<file path="src/line_sensor_pd_steering_defines.svh">
`ifndef LINE_SENSOR_PD_STEERING_DEFINES_SVH
`define LINE_SENSOR_PD_STEERING_DEFINES_SVH

// assertion helpers, clocked on clock and quiet while reset is high

// cond holds in a cycle, prop holds in the same cycle
`define LSPD_ASSERT_HOLDS(label, cond, prop, msg) \
   label: assert property (@(posedge clock) disable iff (reset) (cond) |-> (prop)) \
      else $error(msg);

// cond holds in a cycle, prop holds in the next one
`define LSPD_ASSERT_NEXT(label, cond, prop, msg) \
   label: assert property (@(posedge clock) disable iff (reset) (cond) |=> (prop)) \
      else $error(msg);

`endif

</file>
<file path="src/lspd_pkg.sv">
package lspd_pkg;

   localparam int SENSOR_COUNT = 5;
   localparam int FIELD_W = 12;
   localparam int CFG_DATA_W = 12;
   localparam int REG_INDEX_W = 3;
   localparam int GAIN_W = 8;
   localparam int SPEED_W = 8;
   localparam int ERROR_W = 4;

   localparam int SAMPLE_WIDTH_DEFAULT = 12;
   localparam int QUEUE_DEPTH_DEFAULT = 2;

   localparam int BASE_DUTY = 100;
   localparam int CHANGE_LIMIT = 100;
   localparam int THRESHOLD_RESET = 2048;
   localparam int GAIN_P_RESET = 40;
   localparam int GAIN_D_RESET = 40;

   // register indexes
   localparam logic [REG_INDEX_W-1:0] REG_THRESHOLD_0 = 3'd0;
   localparam logic [REG_INDEX_W-1:0] REG_THRESHOLD_1 = 3'd1;
   localparam logic [REG_INDEX_W-1:0] REG_THRESHOLD_2 = 3'd2;
   localparam logic [REG_INDEX_W-1:0] REG_THRESHOLD_3 = 3'd3;
   localparam logic [REG_INDEX_W-1:0] REG_THRESHOLD_4 = 3'd4;
   localparam logic [REG_INDEX_W-1:0] REG_WHITE_BG = 3'd5;
   localparam logic [REG_INDEX_W-1:0] REG_GAIN_P = 3'd6;
   localparam logic [REG_INDEX_W-1:0] REG_GAIN_D = 3'd7;

   typedef logic [SENSOR_COUNT-1:0] mask_type;
   typedef logic signed [ERROR_W-1:0] error_type;
   typedef logic [SPEED_W-1:0] speed_type;

   typedef struct packed {
      logic write_en;
      logic [REG_INDEX_W-1:0] index;
      logic [CFG_DATA_W-1:0] wdata;
   } csr_write_type;

   typedef struct packed {
      logic valid;
      mask_type mask;
   } queue_entry_type;

endpackage

</file>
<file path="src/line_sensor_pd_steering.sv">
// line sensor pd steering: one item is a set of five reflectance samples; each is
// compared with its threshold register to form the on-line mask, the mask is decoded to a
// position error (-4..4, or +/-5 when the line is lost), and a pd term around a base duty
// of 100 sets the two motor speeds (0..200). throughput is one item per clock while
// req_stall is low; an accepted item is written into the queue, then loaded into the
// output register. the only loop-carried value is the previous error, which lives in
// the back end next to the pd arithmetic, so the front end never waits on it. req_stall
// rises only when the queue between front and back holds QUEUE_DEPTH items, which
// happens only after rsp_stall held the output register. configuration is written
// through csr_* and is meant to change only while no item is in flight.
module line_sensor_pd_steering #(
   parameter int SAMPLE_WIDTH = lspd_pkg::SAMPLE_WIDTH_DEFAULT,
   parameter int QUEUE_DEPTH = lspd_pkg::QUEUE_DEPTH_DEFAULT
) (
   input  logic clock,
   input  logic reset,

   // configuration write port
   input  logic csr_write_en,
   input  logic [lspd_pkg::REG_INDEX_W-1:0] csr_index,
   input  logic [lspd_pkg::CFG_DATA_W-1:0] csr_wdata,

   // sample items
   input  logic req_valid,
   output logic req_stall,
   input  logic [SAMPLE_WIDTH-1:0] req_sample_0,
   input  logic [SAMPLE_WIDTH-1:0] req_sample_1,
   input  logic [SAMPLE_WIDTH-1:0] req_sample_2,
   input  logic [SAMPLE_WIDTH-1:0] req_sample_3,
   input  logic [SAMPLE_WIDTH-1:0] req_sample_4,

   // steering result items
   output logic rsp_valid,
   input  logic rsp_stall,
   output logic [lspd_pkg::SPEED_W-1:0] rsp_left_speed,
   output logic [lspd_pkg::SPEED_W-1:0] rsp_right_speed,
   output logic signed [lspd_pkg::ERROR_W-1:0] rsp_line_error,
   output logic [lspd_pkg::SENSOR_COUNT-1:0] rsp_on_line_mask
);
   import lspd_pkg::*;

   csr_write_type csr;
   queue_entry_type push;
   queue_entry_type head;
   logic queue_full;
   logic pop;
   logic [SAMPLE_WIDTH-1:0] sample [SENSOR_COUNT];

   // one write bundle fans out to both ends, each decodes its own registers
   assign csr.write_en = csr_write_en;
   assign csr.index = csr_index;
   assign csr.wdata = csr_wdata;

   // sensor 0 is leftmost, sensor 4 rightmost
   assign sample[0] = req_sample_0;
   assign sample[1] = req_sample_1;
   assign sample[2] = req_sample_2;
   assign sample[3] = req_sample_3;
   assign sample[4] = req_sample_4;

   // an item is taken whenever the queue has room
   assign req_stall = queue_full;

   // front end: threshold compare, produces the on-line mask
   lspd_front #(
      .SAMPLE_WIDTH(SAMPLE_WIDTH)
   ) u_front (
      .clock(clock),
      .reset(reset),
      .csr(csr),
      .req_valid(req_valid),
      .sample(sample),
      .push(push)
   );

   // short mask queue decoupling the two ends
   lspd_queue #(
      .DEPTH(QUEUE_DEPTH)
   ) u_queue (
      .clock(clock),
      .reset(reset),
      .push(push),
      .full(queue_full),
      .pop(pop),
      .head(head)
   );

   // back end: error decode, pd law, output register
   lspd_back u_back (
      .clock(clock),
      .reset(reset),
      .csr(csr),
      .head(head),
      .pop(pop),
      .rsp_valid(rsp_valid),
      .rsp_stall(rsp_stall),
      .rsp_left_speed(rsp_left_speed),
      .rsp_right_speed(rsp_right_speed),
      .rsp_line_error(rsp_line_error),
      .rsp_on_line_mask(rsp_on_line_mask)
   );

endmodule

</file>
<file path="src/lspd_front.sv">
module lspd_front #(
   parameter int SAMPLE_WIDTH = lspd_pkg::SAMPLE_WIDTH_DEFAULT
) (
   input  logic clock,
   input  logic reset,
   input  lspd_pkg::csr_write_type csr,
   input  logic req_valid,
   input  logic [SAMPLE_WIDTH-1:0] sample [lspd_pkg::SENSOR_COUNT],
   output lspd_pkg::queue_entry_type push
);
   import lspd_pkg::*;

   // compare width: register field width, trimmed to the sample width
   localparam int CMP_W = (SAMPLE_WIDTH < FIELD_W) ? SAMPLE_WIDTH : FIELD_W;
   localparam logic [CMP_W-1:0] THR_RESET = CMP_W'(THRESHOLD_RESET);

   logic [CMP_W-1:0] threshold_ff [SENSOR_COUNT];
   logic white_bg_ff;
   mask_type mask;

   always_ff @(posedge clock) begin
      if (reset) begin
         for (int i = 0; i < SENSOR_COUNT; i++) begin
            threshold_ff[i] <= THR_RESET;
         end
         white_bg_ff <= 1'b0;
      end else if (csr.write_en) begin
         case (csr.index)
            REG_THRESHOLD_0: threshold_ff[0] <= csr.wdata[CMP_W-1:0];
            REG_THRESHOLD_1: threshold_ff[1] <= csr.wdata[CMP_W-1:0];
            REG_THRESHOLD_2: threshold_ff[2] <= csr.wdata[CMP_W-1:0];
            REG_THRESHOLD_3: threshold_ff[3] <= csr.wdata[CMP_W-1:0];
            REG_THRESHOLD_4: threshold_ff[4] <= csr.wdata[CMP_W-1:0];
            REG_WHITE_BG:    white_bg_ff <= csr.wdata[0];
            default: ;
         endcase
      end
   end

   // equal to threshold counts as on line in both modes
   always_comb begin
      for (int i = 0; i < SENSOR_COUNT; i++) begin
         if (white_bg_ff) begin
            mask[i] = (sample[i][CMP_W-1:0] <= threshold_ff[i]);
         end else begin
            mask[i] = (sample[i][CMP_W-1:0] >= threshold_ff[i]);
         end
      end
   end

   assign push.valid = req_valid;
   assign push.mask = mask;

endmodule

</file>
<file path="src/lspd_queue.sv">
module lspd_queue #(
   parameter int DEPTH = lspd_pkg::QUEUE_DEPTH_DEFAULT
) (
   input  logic clock,
   input  logic reset,
   input  lspd_pkg::queue_entry_type push,
   output logic full,
   input  logic pop,
   output lspd_pkg::queue_entry_type head
);
   import lspd_pkg::*;

   localparam int PTR_W = (DEPTH > 1) ? $clog2(DEPTH) : 1;
   localparam int CNT_W = $clog2(DEPTH + 1);
   localparam logic [PTR_W-1:0] LAST_PTR = PTR_W'(DEPTH - 1);
   localparam logic [CNT_W-1:0] FULL_COUNT = CNT_W'(DEPTH);

   mask_type mem_ff [DEPTH];
   logic [PTR_W-1:0] wr_ptr_ff, wr_ptr_in;
   logic [PTR_W-1:0] rd_ptr_ff, rd_ptr_in;
   logic [CNT_W-1:0] count_ff, count_in;
   logic do_push;
   logic do_pop;

   assign full = (count_ff == FULL_COUNT);
   assign do_push = push.valid && !full;
   assign do_pop = pop && (count_ff != '0);

   assign head.valid = (count_ff != '0);
   assign head.mask = mem_ff[rd_ptr_ff];

   always_comb begin
      wr_ptr_in = wr_ptr_ff;
      rd_ptr_in = rd_ptr_ff;
      count_in = count_ff;
      if (do_push) begin
         wr_ptr_in = (wr_ptr_ff == LAST_PTR) ? '0 : wr_ptr_ff + 1'b1;
      end
      if (do_pop) begin
         rd_ptr_in = (rd_ptr_ff == LAST_PTR) ? '0 : rd_ptr_ff + 1'b1;
      end
      if (do_push && !do_pop) begin
         count_in = count_ff + 1'b1;
      end else if (do_pop && !do_push) begin
         count_in = count_ff - 1'b1;
      end
   end

   always_ff @(posedge clock) begin
      if (reset) begin
         wr_ptr_ff <= '0;
         rd_ptr_ff <= '0;
         count_ff <= '0;
      end else begin
         wr_ptr_ff <= wr_ptr_in;
         rd_ptr_ff <= rd_ptr_in;
         count_ff <= count_in;
      end
   end

   always_ff @(posedge clock) begin
      if (do_push) begin
         mem_ff[wr_ptr_ff] <= push.mask;
      end
   end

endmodule

</file>
<file path="src/lspd_back.sv">
`include "line_sensor_pd_steering_defines.svh"

module lspd_back (
   input  logic clock,
   input  logic reset,
   input  lspd_pkg::csr_write_type csr,
   input  lspd_pkg::queue_entry_type head,
   output logic pop,
   output logic rsp_valid,
   input  logic rsp_stall,
   output lspd_pkg::speed_type rsp_left_speed,
   output lspd_pkg::speed_type rsp_right_speed,
   output lspd_pkg::error_type rsp_line_error,
   output lspd_pkg::mask_type rsp_on_line_mask
);
   import lspd_pkg::*;

   localparam int CHG_W = 16;
   localparam int SUM_W = SPEED_W + 1;
   localparam logic signed [CHG_W-1:0] LIMIT_HI = CHG_W'(CHANGE_LIMIT);
   localparam logic signed [CHG_W-1:0] LIMIT_LO = CHG_W'(-CHANGE_LIMIT);
   localparam logic signed [SUM_W-1:0] BASE_S = SUM_W'(BASE_DUTY);
   localparam speed_type NEUTRAL_DUTY = SPEED_W'(BASE_DUTY);
   localparam error_type ERR_LOST_POS = 4'sd5;
   localparam error_type ERR_LOST_NEG = -4'sd5;

   logic [GAIN_W-1:0] gain_p_ff;
   logic [GAIN_W-1:0] gain_d_ff;
   error_type prev_error_ff;

   logic rsp_valid_ff;
   speed_type left_ff, left_in;
   speed_type right_ff, right_in;
   error_type error_ff, error_in;
   mask_type mask_ff;

   logic signed [ERROR_W:0] diff;
   logic signed [CHG_W-1:0] change_full;
   logic signed [CHG_W-1:0] change_clamp;
   logic signed [SUM_W-1:0] change_sat;
   logic signed [SUM_W-1:0] left_sum;
   logic signed [SUM_W-1:0] right_sum;
   logic load;

   // line position pattern table
   function automatic error_type decode_error(input mask_type m, input error_type prior);
      error_type e;
      case (m)
         5'h01: e = -4'sd4;
         5'h03: e = -4'sd3;
         5'h02: e = -4'sd2;
         5'h06: e = -4'sd1;
         5'h04: e = 4'sd0;
         5'h0C: e = 4'sd1;
         5'h08: e = 4'sd2;
         5'h18: e = 4'sd3;
         5'h10: e = 4'sd4;
         5'h00: e = (prior > 0) ? ERR_LOST_POS : ERR_LOST_NEG;
         default: e = 4'sd0;
      endcase
      return e;
   endfunction

   always_ff @(posedge clock) begin
      if (reset) begin
         gain_p_ff <= GAIN_W'(GAIN_P_RESET);
         gain_d_ff <= GAIN_W'(GAIN_D_RESET);
      end else if (csr.write_en) begin
         case (csr.index)
            REG_GAIN_P: gain_p_ff <= csr.wdata[GAIN_W-1:0];
            REG_GAIN_D: gain_d_ff <= csr.wdata[GAIN_W-1:0];
            default: ;
         endcase
      end
   end

   assign load = head.valid && (!rsp_valid_ff || !rsp_stall);
   assign pop = load;

   always_comb begin
      error_in = decode_error(head.mask, prev_error_ff);
      diff = (ERROR_W + 1)'(error_in) - (ERROR_W + 1)'(prev_error_ff);
      change_full = CHG_W'($signed({1'b0, gain_p_ff})) * CHG_W'(error_in)
                  + CHG_W'($signed({1'b0, gain_d_ff})) * CHG_W'(diff);
      if (change_full > LIMIT_HI) begin
         change_clamp = LIMIT_HI;
      end else if (change_full < LIMIT_LO) begin
         change_clamp = LIMIT_LO;
      end else begin
         change_clamp = change_full;
      end
      change_sat = SUM_W'(change_clamp);
      left_sum = BASE_S + change_sat;
      right_sum = BASE_S - change_sat;
      if (error_in > 0) begin
         left_in = NEUTRAL_DUTY;
         right_in = right_sum[SPEED_W-1:0];
      end else if (error_in < 0) begin
         left_in = left_sum[SPEED_W-1:0];
         right_in = NEUTRAL_DUTY;
      end else begin
         left_in = NEUTRAL_DUTY;
         right_in = NEUTRAL_DUTY;
      end
   end

   always_ff @(posedge clock) begin
      if (reset) begin
         rsp_valid_ff <= 1'b0;
         prev_error_ff <= '0;
      end else begin
         if (load) begin
            rsp_valid_ff <= 1'b1;
            prev_error_ff <= error_in;
         end else if (!rsp_stall) begin
            rsp_valid_ff <= 1'b0;
         end
      end
   end

   always_ff @(posedge clock) begin
      if (load) begin
         left_ff <= left_in;
         right_ff <= right_in;
         error_ff <= error_in;
         mask_ff <= head.mask;
      end
   end

   assign rsp_valid = rsp_valid_ff;
   assign rsp_left_speed = left_ff;
   assign rsp_right_speed = right_ff;
   assign rsp_line_error = error_ff;
   assign rsp_on_line_mask = mask_ff;

   `LSPD_ASSERT_HOLDS(a_error_range, rsp_valid_ff,
      (error_ff <= ERR_LOST_POS) && (error_ff >= ERR_LOST_NEG), "line error out of range")
   `LSPD_ASSERT_HOLDS(a_right_turn, rsp_valid_ff && (error_ff > 0),
      left_ff == NEUTRAL_DUTY, "left side not at base for positive error")
   `LSPD_ASSERT_HOLDS(a_left_turn, rsp_valid_ff && (error_ff < 0),
      right_ff == NEUTRAL_DUTY, "right side not at base for negative error")
   `LSPD_ASSERT_HOLDS(a_lost_line,
      rsp_valid_ff && ((error_ff == ERR_LOST_POS) || (error_ff == ERR_LOST_NEG)),
      mask_ff == '0, "lost-line error with sensors on line")
   `LSPD_ASSERT_NEXT(a_prev_tracks, load, prev_error_ff == error_ff,
      "previous error not tracking delivered error")

endmodule

</file>
<file path="config.mk">
export PLATFORM = sky130hd
export DESIGN_NAME = line_sensor_pd_steering
export DESIGN_NICKNAME = d
export VERILOG_FILES = /design/src/lspd_pkg.sv /design/src/line_sensor_pd_steering.sv /design/src/lspd_front.sv /design/src/lspd_queue.sv /design/src/lspd_back.sv
export VERILOG_INCLUDE_DIRS = /design/src /design/src/src
export SDC_FILE = /design/constraint.sdc
export NUM_CORES = 1
export LEC_CHECK = 0
export ABC_CLOCK_PERIOD_IN_PS = 11800
export BUFFER_PORTS_ARGS = -buffer_cell sky130_fd_sc_hd__buf_2
export CAP_MARGIN = 20
export CORE_MARGIN = 4
export CORE_UTILIZATION = 40
export CTS_CLUSTER_SIZE = 40
export DETAILED_ROUTE_END_ITERATION = 16
export PLACE_DENSITY = 0.66
export SYNTH_ARGS = -nofsm -noshare
export SYNTH_HDL_FRONTEND = slang
export SYNTH_HIERARCHICAL = 1
export SYNTH_SLANG_ARGS = --single-unit
</file>
<file path="constraint.sdc">
create_clock -name clock -period 11.8 [get_ports clock]
set_clock_uncertainty 0.15 [all_clocks]
set_input_delay 0.59 -clock clock [delete_from_list [all_inputs] [get_ports clock]]
set_output_delay 0.59 -clock clock [all_outputs]
set_load 0.01 [all_outputs]
</file>
Word-level counts from Yosys, hierarchy flattened
Memory sizes are Yosys's and may differ from the RTL's. A register that Yosys moved wholly into a read port is not among the register bits.
Cells that the tools add are included.
{ "totals": {"output_inout_bits": 27, "ff_bits": 51, "mem_bits_rw": 70, "word_cells": 127, "inputBits": 80, "mem_count": 2} }
{ "mem_list": {"columns": ["memory", "depth", "word_bits", "read_ports", "rd_ports_with_merged_regs", "write_ports", "line", "source"], "rows": [
  ["u_front.threshold_ff", 5, 12, 5, 0, 5, "lspd_front.sv:17", "logic [CMP_W-1:0] threshold_ff [SENSOR_COUNT];"],
  ["u_queue.mem_ff", 2, 5, 1, 1, 1, "lspd_queue.sv:18", "mask_type mem_ff [DEPTH];"]
]} }
{ "op_classes": {"bitwise_logic": 6, "n_eq_ne": 17, "n_lt_le_gt_ge": 15, "n_mux": 46, "add_sub_neg": 8, "multipliers": 2, "n_reduce_logical": 19} }
{ "op_table": {"columns": ["cell", "count"], "rows": [
  ["$ge A12 B12 Y1", 5],
  ["$le A12 B12 Y1", 5],
  ["$mux W12", 5],
  ["$pmux W4 S9", 1],
  ["$mux W1", 35],
  ["$mux W8", 2],
  ["$add A13 B14 Y15", 1],
  ["$gt A15 B8 Y1 const B", 1],
  ["$lt A15 B8 Y1 const B", 1],
  ["$mul A9 B5 Y14", 1],
  ["$mul A9 B4 Y13", 1],
  ["$eq A3 B3 Y1 const B", 4],
  ["$eq A5 B2 Y1 const B", 2],
  ["$eq A5 B4 Y1 const B", 2],
  ["$eq A5 B5 Y1 const B", 2],
  ["$add A8 B8 Y8 const A", 1],
  ["$gt A4 B1 Y1 const B", 2],
  ["$sub A8 B8 Y8 const A", 1],
  ["$eq A3 B2 Y1 const B", 2],
  ["$reduce_and A2 Y1", 3],
  ["$eq A5 B1 Y1 const B", 1],
  ["$eq A5 B3 Y1 const B", 1],
  ["$logic_and A1 B1 Y1", 5],
  ["$logic_not A1 Y1", 5],
  ["other kinds (17)", 24]
]} }

Logic depth before layout (Yosys ltp)
{ "logic_depth": {"depth_word": 10, "ltp_mapped": 39, "depth_no_buf": 37} }

Cells and area by module
Netlist, hierarchy kept.
{ "by_module_without_submodules": {"columns": ["mod", "instances", "area_per_inst_um2", "seq_area_each_um2", "cells_each"], "rows": [
  ["lspd_back", 1, 4828.4, 1171.1, 516],
  ["lspd_front", 1, 3597.2, 1821.7, 304],
  ["lspd_queue", 1, 576.8, 400.4, 40]
]} }

Worst setup path after synthesis
No wires, ideal clock.
{ "synth_timing": {"path_kind": "flip-flop to flip-flop", "startpoint": "register with a tool-made name", "endpoint": "register u_back.right_ff[6], in the netlist u_back/rsp_right_speed[6] (data pin)", "setup_ns": 0.265, "setup_slack_ns": 2.266, "n_path_buf": 1, "arrival_time_ns": 9.119, "required_time_ns": 11.385, "stages_incl_launch_ff": 37, "period_less_slack_ns": 9.534, "cell_sequence": "dfxtp_1 mux2_2 clkbuf_1 xor2_1 a21oi_1 nor2_1 a21oi_1 o21ai_1 inv_1 ha_1 inv_1 fa_1 a2111oi_0 a21oi_1 or2_2 fa_1 fa_1 fa_1 inv_1 fa_1 inv_1 fa_1 inv_1 fa_1 a21o_1 a2111oi_1 a211oi_2 a2111oi_0 nand4_1 mux2i_4 nand2_1 ha_1 a21oi_1 o21ai_0 xor2_1 a211oi_1 o21ai_0"} }
{ "synth_lines": {"columns": ["element", "line", "source"], "rows": [
  ["to (signal assigned)", "lspd_back.sv:124", "right_ff <= right_in;"],
  ["to (decl)", "lspd_back.sv:33", "speed_type right_ff, right_in;"]
]} }

==> flow_summary.toml <==
[placed_design]
port_buffers = 106
gp_congestion = 0.870
post_dp_cell_area_um2 = 9870
post-dp-hpwl_um = 15700
dp_cells = 1239

[worst_setup_path]
reg2reg_slack_ps = 1290
critPathMaxFanout = 11
cp_top_family = "adder cells"
crit_top_cell = "fa_1"
r2r_cells = 34
worstSetupEndpointType = "flop"
path_buf_inv = 6
r2r_end = "u_back/rsp_right_speed[6]"
slowest_stage = "or4_1"
setup.worst_path.start_class = "flop"
worst_ep_required_time_ps = 11800
slowest_delay_ps = 540
arrival_ps = 10510
crit_end = "u_back/rsp_right_speed[6]"
worstSetupPathDepth = 34
criticalPathCategory = "flop to flop"

[routing]
num_vias = 6606
dr.first_iter.drc_count = 447
wl_per_cell_um = 15.8
antenna_left = 0
first_pass_iters = 5
wirelength_um = 20100
vias_per_cell = 5.20
drc = 0

[finish]
final_area_um2 = 10500
finalNetCount = 1219
layout_commonest_cell = "inv_1"
synthToLayoutAreaGrowth_pct = 16.6
layoutNonFillerInstCount = 1271
n_antenna_cell = 0
drive_gt1_frac = 0.172
layout_common_cells = "inv_1 (143), ha_1 (108), buf_2 (106), edfxtp_1 (95), nor2_1 (57)"

[sta]
fin_crit_ps = 10510
worst_slew_pin_slew_ps = 936
final-hold-violation-count = 0
slew_viol_final = 0
hold-worst-slack_ps = 268
rsz0062_at_grt = "no"
min_period_over_period = 0.890
fmax_mhz = 95.2
setup-violations-final = 0
slew-limit-headroom = 0.374
tns_ps = 0

[flow_run]
max_cap_violations = 0

[die]
start_util = 0.410
ios = 107
die_h_um = 158
die_area_um2 = 25000
fp-row-count = 54
core_um2 = 22000
fp.dieW_um = 158

[clocking]
post_cts_buffers = 0
cts_tree = "done"
cts_max_level = 4
clk_pin_slew_ps = 60
cts-resized-gates = 0
cts_buffer_depth = 2
clk_latency_ps = 410
cts_buffers = 17
clock-root-buffer = "clkbuf_16"
clock_sinks = 122
postCtsHoldBufs = 0

[yosys]
synthesis.area_um2 = 9000
yosysWarnings = 6
synth.avg_cell_area_um2 = 10.5
synth.distinct_cells = 68
synth_seq_cells = 122
syn-num-nets = 1101
async_reset_ff_frac = 0
ys_seq_area_frac = 0.377
synth_edf_count = 95
synth_cells = 860
synth_ff_type = "edfxtp_1"

[hold_path]
min_path_type = "input port to flop"

[grt]
grt_first_pass_wirelength_um = 32100
grt_pass1_vias = 6437
grt_max_degree = 34
grtUsageTotal = 0.165
grt_overflow = 0
antenna_found_initial = 2

[outcome]
status = "finished, final reports clean"
==> sequential cells by signal, summed over array words and instances, names as in the netlist, named ones only <==
signal and flops:
u_queue/wr_ptr_ff 1, u_back/rsp_on_line_mask 5, u_back/rsp_right_speed 8, u_back/rsp_left_speed 8
u_queue/rd_ptr_ff 1, u_back/gain_p_ff 8, u_front/white_bg_ff 1, u_back/gain_d_ff 8
u_front/threshold_ff 60, u_back/prev_error_ff 4, u_back/rsp_line_error 4, u_queue/count_ff 2
u_queue/mem_ff 10, u_back/rsp_valid 1
==> stage by stage <==
stage | setup slack (ps) | util
finish | 1290 | 0.478
global placement | 1620 | 0.449
global route | 622 | 0.478
CTS | 1330 | 0.478
floorplan | 2270 | -
detailed placement | 1350 | 0.450
==> cells in the mapped netlist (12+ instances only) <==
master | n | share of area
nor2_1 | 57 | 0.024
nor3_1 | 12 | 0.0067
o21ai_0 | 17 | 0.0095
a21o_1 | 18 | 0.015
fa_1 | 53 | 0.12
a21oi_1 | 48 | 0.027
and2_1 | 41 | 0.028
nand4_1 | 18 | 0.013
edfxtp_1 | 95 | 0.32
inv_1 | 143 | 0.060
nor2b_1 | 19 | 0.013
nand2_1 | 54 | 0.023
xor2_1 | 12 | 0.012
dfxtp_1 | 27 | 0.060
ha_1 | 108 | 0.15
==> cell type report <==
cell class	count	area, um2
Clock buffer	18	429
Clock inverter	14	195
Fill cell	2026	11500
Inverter	143	537
Multi-Input combinational cell	583	5030
Sequential cell	122	3390
Tap cell	280	350
Timing Repair Buffer	111	568
==> how the worst min path moves through the flow <==
stage	start	endpoint	slack [ps]	depth (start not counted)
finish	csr_wdata[3]	u_back/gain_p_ff[3]	270	2
CTS	csr_wdata[3]	u_back/gain_p_ff[3]	250	2
detailed placement	u_queue/wr_ptr_ff	u_queue/wr_ptr_ff	340	2
floorplan	u_queue/wr_ptr_ff	u_queue/wr_ptr_ff	300	2
global placement	u_queue/wr_ptr_ff	u_queue/wr_ptr_ff	320	2
global route	csr_wdata[3]	u_back/gain_p_ff[3]	270	2
==> per-layer routing <==
metal / part of all wire / vias up / global-route usage
met5: 0.0013 / - / 0
met4: 0.013 / 4 / 0.0447
met3: 0.050 / 19 / 0.0306
met2: 0.49 / 166 / 0.279
met1: 0.45 / 3198 / 0.219
li1: - / 3219 / -
==> logic make-up after synthesis <==
kind of cell,synth area share
xor gates and xnor gates,0.0182
DFF,0.377
and+or+nand+nor,0.138
adders and majority gates,0.268
AOI/OAI and AO/OA,0.114
buffers and inverters,0.0660
muxes,0.0190
Power is left out: the tool's default activity adds up to more than one toggle a clock period on the data nets, which glitch-free logic cannot reach.
